**src/rtl/cdsr_pkg.sv**
```systemverilog
// package for the clock and data serial receiver
// holds item type, register indexes and reset constants; no dependencies

package cdsr_pkg;

  localparam int unsigned MaxBitsDefault  = 64;
  localparam int unsigned TimeBitsDefault = 32;

  localparam int unsigned PeriodW  = 16;
  localparam int unsigned CountW   = 7;
  localparam int unsigned FrameW   = 64;
  localparam int unsigned StampW   = 32;
  localparam int unsigned CfgIdxW  = 2;

  localparam logic [PeriodW-1:0] MinPeriodReset = 16'd400;
  localparam logic [PeriodW-1:0] MaxPeriodReset = 16'd1600;

  localparam logic [CfgIdxW-1:0] CfgEnable    = 2'd0;
  localparam logic [CfgIdxW-1:0] CfgMinPeriod = 2'd1;
  localparam logic [CfgIdxW-1:0] CfgMaxPeriod = 2'd2;

  typedef struct packed {
    logic clock_level;
    logic data_level;
    logic noise_clear;
  } item_t;

endpackage

```
**src/rtl/cdsr_in_stage.sv**
```systemverilog
// input register of the clock and data serial receiver
// depends on cdsr_pkg for the item type

module cdsr_in_stage (
  input  logic           clk_i,
  input  logic           rst_ni,
  input  logic           in_valid_i,
  output logic           in_ready_o,
  input  cdsr_pkg::item_t item_i,
  output logic           item_valid_o,
  input  logic           item_ready_i,
  output cdsr_pkg::item_t item_o
);
  import cdsr_pkg::*;

  logic  valid_q;
  item_t item_q;
  logic  take;

  assign take         = valid_q & item_ready_i;
  assign in_ready_o   = ~valid_q | take;
  assign item_valid_o = valid_q;
  assign item_o       = item_q;

  always_ff @(posedge clk_i or negedge rst_ni) begin
    if (!rst_ni) begin
      valid_q <= 1'b0;
    end else if (in_ready_o) begin
      valid_q <= in_valid_i;
    end
  end

  always_ff @(posedge clk_i) begin
    if (in_valid_i && in_ready_o) begin
      item_q <= item_i;
    end
  end

endmodule

```
**src/rtl/cdsr_core.sv**
```systemverilog
// frame state, configuration registers and result register
// depends on cdsr_pkg for the item type, constants and register indexes

module cdsr_core #(
  parameter int unsigned MAX_BITS  = cdsr_pkg::MaxBitsDefault,
  parameter int unsigned TIME_BITS = cdsr_pkg::TimeBitsDefault
) (
  input  logic                          clk_i,
  input  logic                          rst_ni,
  input  logic                          cfg_valid_i,
  output logic                          cfg_ready_o,
  input  logic [cdsr_pkg::CfgIdxW-1:0]  cfg_index_i,
  input  logic [cdsr_pkg::PeriodW-1:0]  cfg_data_i,
  input  logic                          item_valid_i,
  output logic                          item_ready_o,
  input  cdsr_pkg::item_t               item_i,
  output logic                          out_valid_o,
  input  logic                          out_ready_i,
  output logic                          frame_ready_o,
  output logic [cdsr_pkg::CountW-1:0]   bits_received_o,
  output logic [cdsr_pkg::FrameW-1:0]   frame_bits_o,
  output logic                          noise_seen_o,
  output logic [cdsr_pkg::StampW-1:0]   last_edge_time_o
);
  import cdsr_pkg::*;

  localparam int unsigned WideW = (TIME_BITS > StampW) ? TIME_BITS : StampW;
  localparam logic [CountW-1:0] MaxCount = CountW'(MAX_BITS);

  logic                 enable_q;
  logic [PeriodW-1:0]   min_q, max_q;
  logic                 prev_q;
  logic [FrameW-1:0]    shift_q, shift_d;
  logic [CountW-1:0]    count_q, count_d;
  logic                 noise_q, noise_d;
  logic [TIME_BITS-1:0] edge_q, edge_d;
  logic [TIME_BITS-1:0] time_q;

  logic                 out_valid_q;
  logic                 ready_res_q;
  logic [CountW-1:0]    count_res_q;
  logic [FrameW-1:0]    shift_res_q;
  logic                 noise_res_q;
  logic [StampW-1:0]    stamp_res_q;

  logic                 fire, cfg_we, rising, too_fast, too_slow;
  logic [TIME_BITS-1:0] gap_now, gap_after;
  logic [FrameW-1:0]    base_shift;
  logic [CountW-1:0]    base_count;
  logic [WideW-1:0]     edge_wide;

  assign cfg_ready_o  = 1'b1;
  assign cfg_we       = cfg_valid_i & cfg_ready_o;
  assign item_ready_o = ~out_valid_q | out_ready_i;
  assign fire         = item_valid_i & item_ready_o;

  assign rising   = item_i.clock_level & ~prev_q;
  assign gap_now  = time_q - edge_q;
  assign too_fast = (count_q != '0) && (gap_now < TIME_BITS'(min_q));
  assign too_slow = (count_q != '0) && (gap_now > TIME_BITS'(max_q));

  always_comb begin
    shift_d    = shift_q;
    count_d    = count_q;
    noise_d    = noise_q;
    edge_d     = edge_q;
    base_shift = too_slow ? '0 : shift_q;
    base_count = too_slow ? '0 : count_q;
    if (enable_q && rising) begin
      if (too_fast) begin
        noise_d = 1'b1;
        shift_d = '0;
        count_d = '0;
      end else begin
        edge_d  = time_q;
        shift_d = base_shift;
        count_d = base_count;
        if (base_count < MaxCount) begin
          shift_d = {base_shift[FrameW-2:0], ~item_i.data_level};
          count_d = base_count + 1'b1;
        end
      end
    end
  end

  assign gap_after = time_q - edge_d;
  assign edge_wide = WideW'(edge_d);

  always_ff @(posedge clk_i or negedge rst_ni) begin
    if (!rst_ni) begin
      enable_q <= 1'b0;
      min_q    <= MinPeriodReset;
      max_q    <= MaxPeriodReset;
      prev_q   <= 1'b0;
      shift_q  <= '0;
      count_q  <= '0;
      noise_q  <= 1'b0;
      edge_q   <= '0;
      time_q   <= '0;
    end else begin
      if (fire) begin
        prev_q  <= item_i.clock_level;
        shift_q <= shift_d;
        count_q <= count_d;
        noise_q <= noise_d & ~item_i.noise_clear;
        edge_q  <= edge_d;
        time_q  <= time_q + 1'b1;
      end
      if (cfg_we) begin
        case (cfg_index_i)
          CfgEnable: begin
            enable_q <= cfg_data_i[0];
            if (cfg_data_i[0]) begin
              shift_q <= '0;
              count_q <= '0;
              noise_q <= 1'b0;
            end
          end
          CfgMinPeriod: min_q <= cfg_data_i;
          CfgMaxPeriod: max_q <= cfg_data_i;
          default: ;
        endcase
      end
    end
  end

  always_ff @(posedge clk_i or negedge rst_ni) begin
    if (!rst_ni) begin
      out_valid_q <= 1'b0;
    end else if (item_ready_o) begin
      out_valid_q <= item_valid_i;
    end
  end

  always_ff @(posedge clk_i) begin
    if (fire) begin
      ready_res_q <= enable_q & (gap_after > TIME_BITS'(max_q));
      count_res_q <= count_d;
      shift_res_q <= shift_d;
      noise_res_q <= noise_d;
      stamp_res_q <= edge_wide[StampW-1:0];
    end
  end

  assign out_valid_o      = out_valid_q;
  assign frame_ready_o    = ready_res_q;
  assign bits_received_o  = count_res_q;
  assign frame_bits_o     = shift_res_q;
  assign noise_seen_o     = noise_res_q;
  assign last_edge_time_o = stamp_res_q;

endmodule

```
**src/rtl/clock_data_serial_receiver.sv**
```systemverilog
// Clock and data serial receiver. Takes one sample of the clock and data lines per
// request and returns one result per request, one request per cycle sustained unless the
// result is stalled by out_ready_i. A request passes the input register and then the
// interval subtract, compare and shift in the core into the result register. Configuration
// writes are taken every cycle; enabling clears the frame and the noise flag.
// depends on cdsr_pkg, cdsr_in_stage and cdsr_core

module clock_data_serial_receiver #(
  parameter int unsigned MAX_BITS  = cdsr_pkg::MaxBitsDefault,
  parameter int unsigned TIME_BITS = cdsr_pkg::TimeBitsDefault
) (
  input  logic                          clk_i,
  input  logic                          rst_ni,
  input  logic                          cfg_valid_i,
  output logic                          cfg_ready_o,
  input  logic [cdsr_pkg::CfgIdxW-1:0]  cfg_index_i,
  input  logic [cdsr_pkg::PeriodW-1:0]  cfg_data_i,
  input  logic                          in_valid_i,
  output logic                          in_ready_o,
  input  logic                          clock_level_i,
  input  logic                          data_level_i,
  input  logic                          noise_clear_i,
  output logic                          out_valid_o,
  input  logic                          out_ready_i,
  output logic                          frame_ready_o,
  output logic [cdsr_pkg::CountW-1:0]   bits_received_o,
  output logic [cdsr_pkg::FrameW-1:0]   frame_bits_o,
  output logic                          noise_seen_o,
  output logic [cdsr_pkg::StampW-1:0]   last_edge_time_o
);
  import cdsr_pkg::*;

  item_t item_in, item_reg;
  logic  item_valid, item_ready;

  assign item_in.clock_level = clock_level_i;
  assign item_in.data_level  = data_level_i;
  assign item_in.noise_clear = noise_clear_i;

  cdsr_in_stage u_in_stage (
    .clk_i        (clk_i),
    .rst_ni       (rst_ni),
    .in_valid_i   (in_valid_i),
    .in_ready_o   (in_ready_o),
    .item_i       (item_in),
    .item_valid_o (item_valid),
    .item_ready_i (item_ready),
    .item_o       (item_reg)
  );

  cdsr_core #(
    .MAX_BITS  (MAX_BITS),
    .TIME_BITS (TIME_BITS)
  ) u_core (
    .clk_i            (clk_i),
    .rst_ni           (rst_ni),
    .cfg_valid_i      (cfg_valid_i),
    .cfg_ready_o      (cfg_ready_o),
    .cfg_index_i      (cfg_index_i),
    .cfg_data_i       (cfg_data_i),
    .item_valid_i     (item_valid),
    .item_ready_o     (item_ready),
    .item_i           (item_reg),
    .out_valid_o      (out_valid_o),
    .out_ready_i      (out_ready_i),
    .frame_ready_o    (frame_ready_o),
    .bits_received_o  (bits_received_o),
    .frame_bits_o     (frame_bits_o),
    .noise_seen_o     (noise_seen_o),
    .last_edge_time_o (last_edge_time_o)
  );

endmodule

```
**config.mk**
```make
export PLATFORM = sky130hd
export DESIGN_NAME = clock_data_serial_receiver
export DESIGN_NICKNAME = d
export VERILOG_FILES = /design/src/rtl/cdsr_pkg.sv /design/src/rtl/cdsr_in_stage.sv /design/src/rtl/cdsr_core.sv /design/src/rtl/clock_data_serial_receiver.sv
export SDC_FILE = /design/constraint.sdc
export NUM_CORES = 1
export LEC_CHECK = 0
export BUFFER_PORTS_ARGS = -buffer_cell sky130_fd_sc_hd__buf_2
export CORE_MARGIN = 4
export CORE_UTILIZATION = 40
export CTS_BUF_LIST = sky130_fd_sc_hd__clkbuf_16
export DETAILED_ROUTE_END_ITERATION = 16
export GPL_ROUTABILITY_DRIVEN = 0
export PLACE_DENSITY = 0.55
export SLEW_MARGIN = 30
export SYNTH_ARGS = -nofsm -noshare
export SYNTH_HDL_FRONTEND = slang
export SYNTH_SLANG_ARGS = --single-unit
export TNS_END_PERCENT = 10
```
**constraint.sdc**
```tcl
create_clock -name clk_i -period 24.5 [get_ports clk_i]
set_input_delay 1.225 -clock clk_i [delete_from_list [all_inputs] [get_ports clk_i]]
set_output_delay 1.225 -clock clk_i [all_outputs]
set_load 0.1 [all_outputs]
```
# [Yosys cells after proc, flatten, opt, wreduce, memory -nomap -nowiden]
# Cells that the tools add are included.
# Widths: inputs -> output; s select.
[totals] regBits=280 inputBits=26 word_cells=73
[op_classes] n_addsub=4 order_cmp=4 eq_ne=2 n_mux=24 bitwise_logic=11 reduce_logical=9
[op_table] cell="$mux 64" n=8
[op_table] cell="$gt 32x16->1" n=2
[op_table] cell="$mux 32" n=2
[op_table] cell="$sub 32x32->32" n=2
[op_table] cell="$mux 7" n=8
[op_table] cell="$add 32x1->32 const B" n=1
[op_table] cell="$lt 32x16->1" n=1
[op_table] cell="$add 7x1->7 const B" n=1
[op_table] cell="$lt 7x7->1 const B" n=1
[op_table] cell="$reduce_bool 7->1" n=1
[op_table] cell="$mux 1" n=6
[op_table] cell="$reduce_and 2->1" n=3
[op_table] cell="$not 1->1" n=5
[op_table] cell="$and 1x1->1" n=4
[op_table] cell="$logic_and 1x1->1" n=4
[op_table] cell="$eq 2x1->1 const B" n=1
[op_table] cell="$eq 2x2->1 const B" n=1
[op_table] cell="$logic_not 2->1" n=1
[op_table] cell="$or 1x1->1" n=2

# [Longest topological paths before layout]
[depth] word_depth=12 mapped_depth=51

# [Cells and area by module]
# A second synthesis with hierarchy kept.
[unflattened] cells_unflattened=1816 area_unflattened_um2=16918.7
[by_module_without_submodules] module="cdsr_core" instances=1 cells_each=1809 area_per_inst_um2=16774.8
[by_module_without_submodules] module="cdsr_in_stage" instances=1 cells_each=7 area_per_inst_um2=143.9

# [Worst setup path after synthesis]
# OpenSTA, ideal clock, no wires.
[synth_path] kind="reg2reg" startpoint="register u_core.time_q[0]" endpoint="register u_core.ready_res_q, in the netlist u_core.frame_ready_o (data pin)" arrival_ns=9.523 required_ns=24.228 setup_slack_ns=14.705 stages_incl_launch_ff=49 period_less_slack_ns=9.795 path_cell_list="dfrtp_1 -> inv_1 -> ha_1 -> fa_1 -> nand2b_1 -> a21oi_2 -> nor2_1 -> o41a_1 -> o211ai_1 -> xor2_1 -> ha_1 -> nor2b_1 -> o21ai_0 -> o211ai_1 -> a21oi_1 -> nand2_1 -> nor4_4 -> nor2_1 -> (+13 left out) -> o31ai_1 -> a21oi_1 -> nor2_1 -> xnor2_1 -> ha_1 -> nand2_1 -> or3_1 -> nor4_1 -> o211ai_1 -> a31oi_1 -> o2111ai_1 -> nor2_1 -> o311ai_0 -> a2111oi_0 -> o311ai_0 -> nor4_1 -> and4_1 -> a41oi_1"
[synth_between] elab_chain_cells=8
[synth_rtl] item="start: declaration" line="cdsr_core.sv:37" text="logic [TIME_BITS-1:0] time_q;"
[synth_rtl] item="start signal: assignment" line="cdsr_core.sv:107" text="time_q <= time_q + 1'b1;"
[synth_rtl] item="$sub 32x32->32" line="cdsr_core.sv:58" text="assign gap_now = time_q - edge_q;"
[synth_rtl] item="$lt 32x16->1" line="cdsr_core.sv:59" text="assign too_fast = (count_q != '0) && (gap_now < TIME_BITS'(min_q));"
[synth_rtl] item="$logic_and 1x1->1" line="cdsr_core.sv:59"
[synth_rtl] item="$mux 32" line="cdsr_core.sv:70" text="if (too_fast) begin"
[synth_rtl] item="$mux 32" line="cdsr_core.sv:69" text="if (enable_q && rising) begin"
[synth_rtl] item="$sub 32x32->32 *" line="cdsr_core.sv:86" text="assign gap_after = time_q - edge_d;"
[synth_rtl] item="$gt 32x16->1 *" line="cdsr_core.sv:137" text="ready_res_q <= enable_q & (gap_after > TIME_BITS'(max_q));"
[synth_rtl] item="$and 1x1->1 *" line="cdsr_core.sv:137"
[synth_rtl] item="end signal: assignment" line="cdsr_core.sv:137"
[synth_rtl] item="end: declaration" line="cdsr_core.sv:40" text="logic ready_res_q;"
# Mark *: on every way between the ends. The rest lies on a longest branch, timed or not.
# A chain may end at the register's enable or synchronous reset.

# [Worst setup path after layout]
[layout_path] startpoint="register u_core.time_q[0]" endpoint="register u_core.ready_res_q, in the netlist u_core.frame_ready_o (data pin)"
[layout_between] elab_chain_cells=8
[layout_rtl] item="$sub 32x32->32" line="cdsr_core.sv:58"
[layout_rtl] item="$lt 32x16->1" line="cdsr_core.sv:59"
[layout_rtl] item="$logic_and 1x1->1" line="cdsr_core.sv:59"
[layout_rtl] item="$mux 32 *" line="cdsr_core.sv:70"
[layout_rtl] item="$mux 32 *" line="cdsr_core.sv:69"
[layout_rtl] item="net u_core.edge_d[0]" line="cdsr_core.sv:36" text="logic [TIME_BITS-1:0] edge_q, edge_d;"
[layout_rtl] item="$sub 32x32->32 *" line="cdsr_core.sv:86"
[layout_rtl] item="$gt 32x16->1 *" line="cdsr_core.sv:137"
[layout_rtl] item="$and 1x1->1 *" line="cdsr_core.sv:137"
# The timed path passes the listed nets; every way through them passes the cells marked *.

==> metrics.yaml <==
sta:
  worst_pin_slew_ns: 0.9614
  rsz0062_at_grt: "no"
  finalSetupViolations: 0
  max_clock_freq_ghz: 0.08729
  hold_violations: 0
  finalCritPeriodShare: 0.4676
  holdWs_ns: 0.4792
  drv_slew: 0
  min_period_ns: 11.46
  fin_skew_ns: 0.01906
  max_slew_margin: 0.3532
  finalSetupTns_ns: 0
hold_path:
  hold_path.class: "register to register"
worst_setup_path:
  startpoint: "u_core.time_q[0]"
  critical_path_class: "register to register"
  crit_fanout: 7
  cp_slowest_cell: "or4_1"
  crit_required_ns: 24.77
  r2r_end: "u_core.frame_ready_o"
  reg2reg_depth: 47
  end_kind: "register"
  slowest_delay_ns: 0.71
  startpoint_type: "register"
  cp.arrival_ns: 11.72
  r2r_slack_ns: 13.04
  worstReg2RegStart: "u_core.time_q[0]"
  cp-endpoint: "u_core.frame_ready_o"
clock_network:
  h-tree-depth: 2
  clockRootBuffer: "clkbuf_16"
  cts.path.max_buffers: 3
  cts_tree: "yes"
  clock_latency_ns: 0.54
  cts_resized: 0
  numCtsBuffers: 34
  hold_buffers: 0
  clkSlewWorstSetupHoldPaths_ns: 0.05
  cts_sinks: 280
  postCtsSetupRepairBufs: 0
synth:
  synth-xor-area-share: 0.03614
  yosys.area_share.simple: 0.1780
  avgSynthCellArea_um2: 9.531
  ys_warn_count: 0
  synth_compound_area_frac: 0.1728
  synthMuxAreaShare: 0.02635
  synth-seq-cells: 280
  netlist_area_mm2: 0.01648
  syn_inst: 1729
  async_reset_ff_frac: 0.6143
  seq_area_frac_synth: 0.4584
  synth_top_family_by_area: "simple AND/OR/NAND/NOR gates"
  synth_fa_ha_area_frac: 0.08564
  synth-edff-count: 108
  synthesis.nets: 1865
  yosysUniqueCellTypes: 86
  ys_dominant_reg_cell: "dfrtp_1"
grt:
  grt_usage: 0.1956
  grt_pass1_wl_um: 70910
  first_global_vias: 12882
  antenna_found_initial: 2
  grt_max_degree: 79
  overflow: 0
routing:
  via_per_inst: 5.572
  route.detailed.drc: 0
  first_iter_violations: 904
  drt_wl_total_um: 44370
  firstDrtPassIters: 7
  ant_nets: 0
  via_count: 13318
  wire_per_inst_um: 18.56
die:
  initial_core_util: 0.4045
  core_mm2: 0.04074
  die_h_um: 211.0
  die_x_um: 211.0
  io_pins: 134
  die_area_mm2: 0.04451
  rows: 74
outcome:
  status: "finished, final reports clean"
final_layout:
  diodes: 0
  area_growth_pct: 13.83
  fillCellCount: 3965
  drive_above_1_share: 0.1426
  nets: 1970
  post-route-util: 0.4605
  fin_area_mm2: 0.01876
pwr:
  pwr-share-comb: 0.490
  p_per_area_mw_per_mm2: 119.7
  leakagePower_nw: 8.596
  seqPwrFrac: 0.286
  p_total_mw: 2.245
  clock_power_share: 0.224
  vdd_drop_max_mv: 0.05989
  switching_share: 0.4273
  power.internal_mw: 1.286
  p_switching_mw: 0.9594
placement:
  numPortBuffers: 132
  placed_area_mm2: 0.01765
  dp_hpwl_um: 32070
job:
  maxCapViolCount: 0
==> final cells by class <==
class	instances	area, um2	share of cell area
multi-input combinational	1267	8267	0.4407
sequential	280	7555	0.4027
clock buffer	35	875.8	0.04669
timing repair buffer	143	753.2	0.04015
tap	532	665.6	0.03548
inverter	108	410.4	0.02188
clock inverter	25	232.7	0.01241
==> power by group through the flow <==
stage                     combinational (mW)  clock [mW]  sequential [mW]
after floorplan                        0.666           0            0.829
final                                   1.10       0.502            0.642
after global routing                    1.21       0.537            0.653
after CTS                               1.10       0.517            0.642
after global placement                  1.07           0            0.648
after detailed placement                1.09           0            0.650
==> worst min path at each step <==
stage / startpoint / depth (start not counted) / endpoint
3_5_place_dp: u_core.edge_q[26] / 2 / u_core.edge_q[26]
4_1_cts: u_core.edge_q[2] / 2 / u_core.edge_q[2]
2_1_floorplan: u_core.edge_q[12] / 2 / u_core.edge_q[12]
3_3_place_gp: u_core.edge_q[20] / 2 / u_core.edge_q[20]
6_report: u_core.edge_q[2] / 2 / u_core.edge_q[2]
5_1_grt: u_core.edge_q[4] / 2 / u_core.edge_q[4]
==> cells by family (layout without fill, tap and decap cells) <==
family | count (synthesis) | in the layout
AO/OA/AOI/OAI | 424 | 424
XOR/XNOR | 68 | 68
adder cells (fa/ha/maj) | 112 | 112
buffers and inverters | 182 | 311
flip-flops | 280 | 280
multiplexers | 39 | 39
other | 1 | 1
AND/OR/NAND/NOR | 623 | 623
==> Yosys cell counts (all sizes together), types with 24 or more instances <==
cell type / number / share of area
mux2: 35 / 0.024
nor2: 219 / 0.050
a21o: 24 / 0.011
nand3: 31 / 0.0097
edfxtp: 108 / 0.20
a21oi: 113 / 0.035
nor3: 87 / 0.026
ha: 108 / 0.082
nand2: 146 / 0.033
nand2b: 28 / 0.011
clkbuf: 68 / 0.015
o21ai: 111 / 0.034
inv: 108 / 0.025
nand4: 24 / 0.0091
a22o: 64 / 0.034
xnor2: 48 / 0.026
dfrtp: 166 / 0.25
==> metrics by stage <==
stage	instances	worst slack, ns
4_1_cts	2390	13.18
6_report	2390	13.04
5_1_grt	2390	12.20
2_1_floorplan	1729	14.71
3_5_place_dp	2330	13.24
3_3_place_gp	2330	13.68
==> sequential cells by signal, summed over array words and instances (netlist names), 3 cells and up <==
signal,flops
u_core.bits_received_o,7
u_core.count_q,7
u_core.edge_q,32
u_core.frame_bits_o,64
u_core.last_edge_time_o,32
u_core.max_q,16
u_core.min_q,16
u_core.shift_q,64
u_core.time_q,32
u_in_stage.item_o,3
==> critical path: cells and delay by family, from the launching register on <==
family,cells,cell delay [ns]
DFF,1,0.39
adders and majority gates,6,1.82
xor gates and xnor gates,2,0.31
AOI/OAI and AO/OA,23,5.26
and+or+nand+nor,15,3.27
buffers and inverters,1,0.12
==> routing by layer <==
layer,GRT usage,up-vias,part of all wire
met5,0,-,0.00047
li1,-,6439,-
met2,0.3069,333,0.47
met4,0.05544,4,0.026
met1,0.2774,6469,0.45
met3,0.03876,73,0.056
==> cell usage in the layout, fill, tap and decap left out, types with 7 or more instances in the layout <==
| cell | count |
|---|---|
| a211oi_1 | 13 |
| xnor2_1 | 48 |
| a22o_1 | 64 |
| nor2b_1 | 22 |
| edfxtp_1 | 108 |
| nand3_1 | 30 |
| ha_1 | 108 |
| inv_1 | 118 |
| nand3b_1 | 8 |
| nor2_1 | 217 |
| xor2_1 | 20 |
| dfrtp_1 | 166 |
| buf_4 | 10 |
| nand2_1 | 145 |
| a21oi_1 | 108 |
| a21o_1 | 24 |
| nand4_1 | 24 |
| o21a_1 | 12 |
| nand2b_1 | 28 |
| nor3_1 | 87 |
| and3_1 | 9 |
| and2_1 | 9 |
| mux2_2 | 35 |
| buf_2 | 131 |
| o21ai_0 | 106 |
| o211ai_1 | 15 |
| a31oi_1 | 9 |
| o21bai_1 | 7 |
| clkbuf_16 | 35 |
No activity file was read; power rests on OpenSTA's default activity.
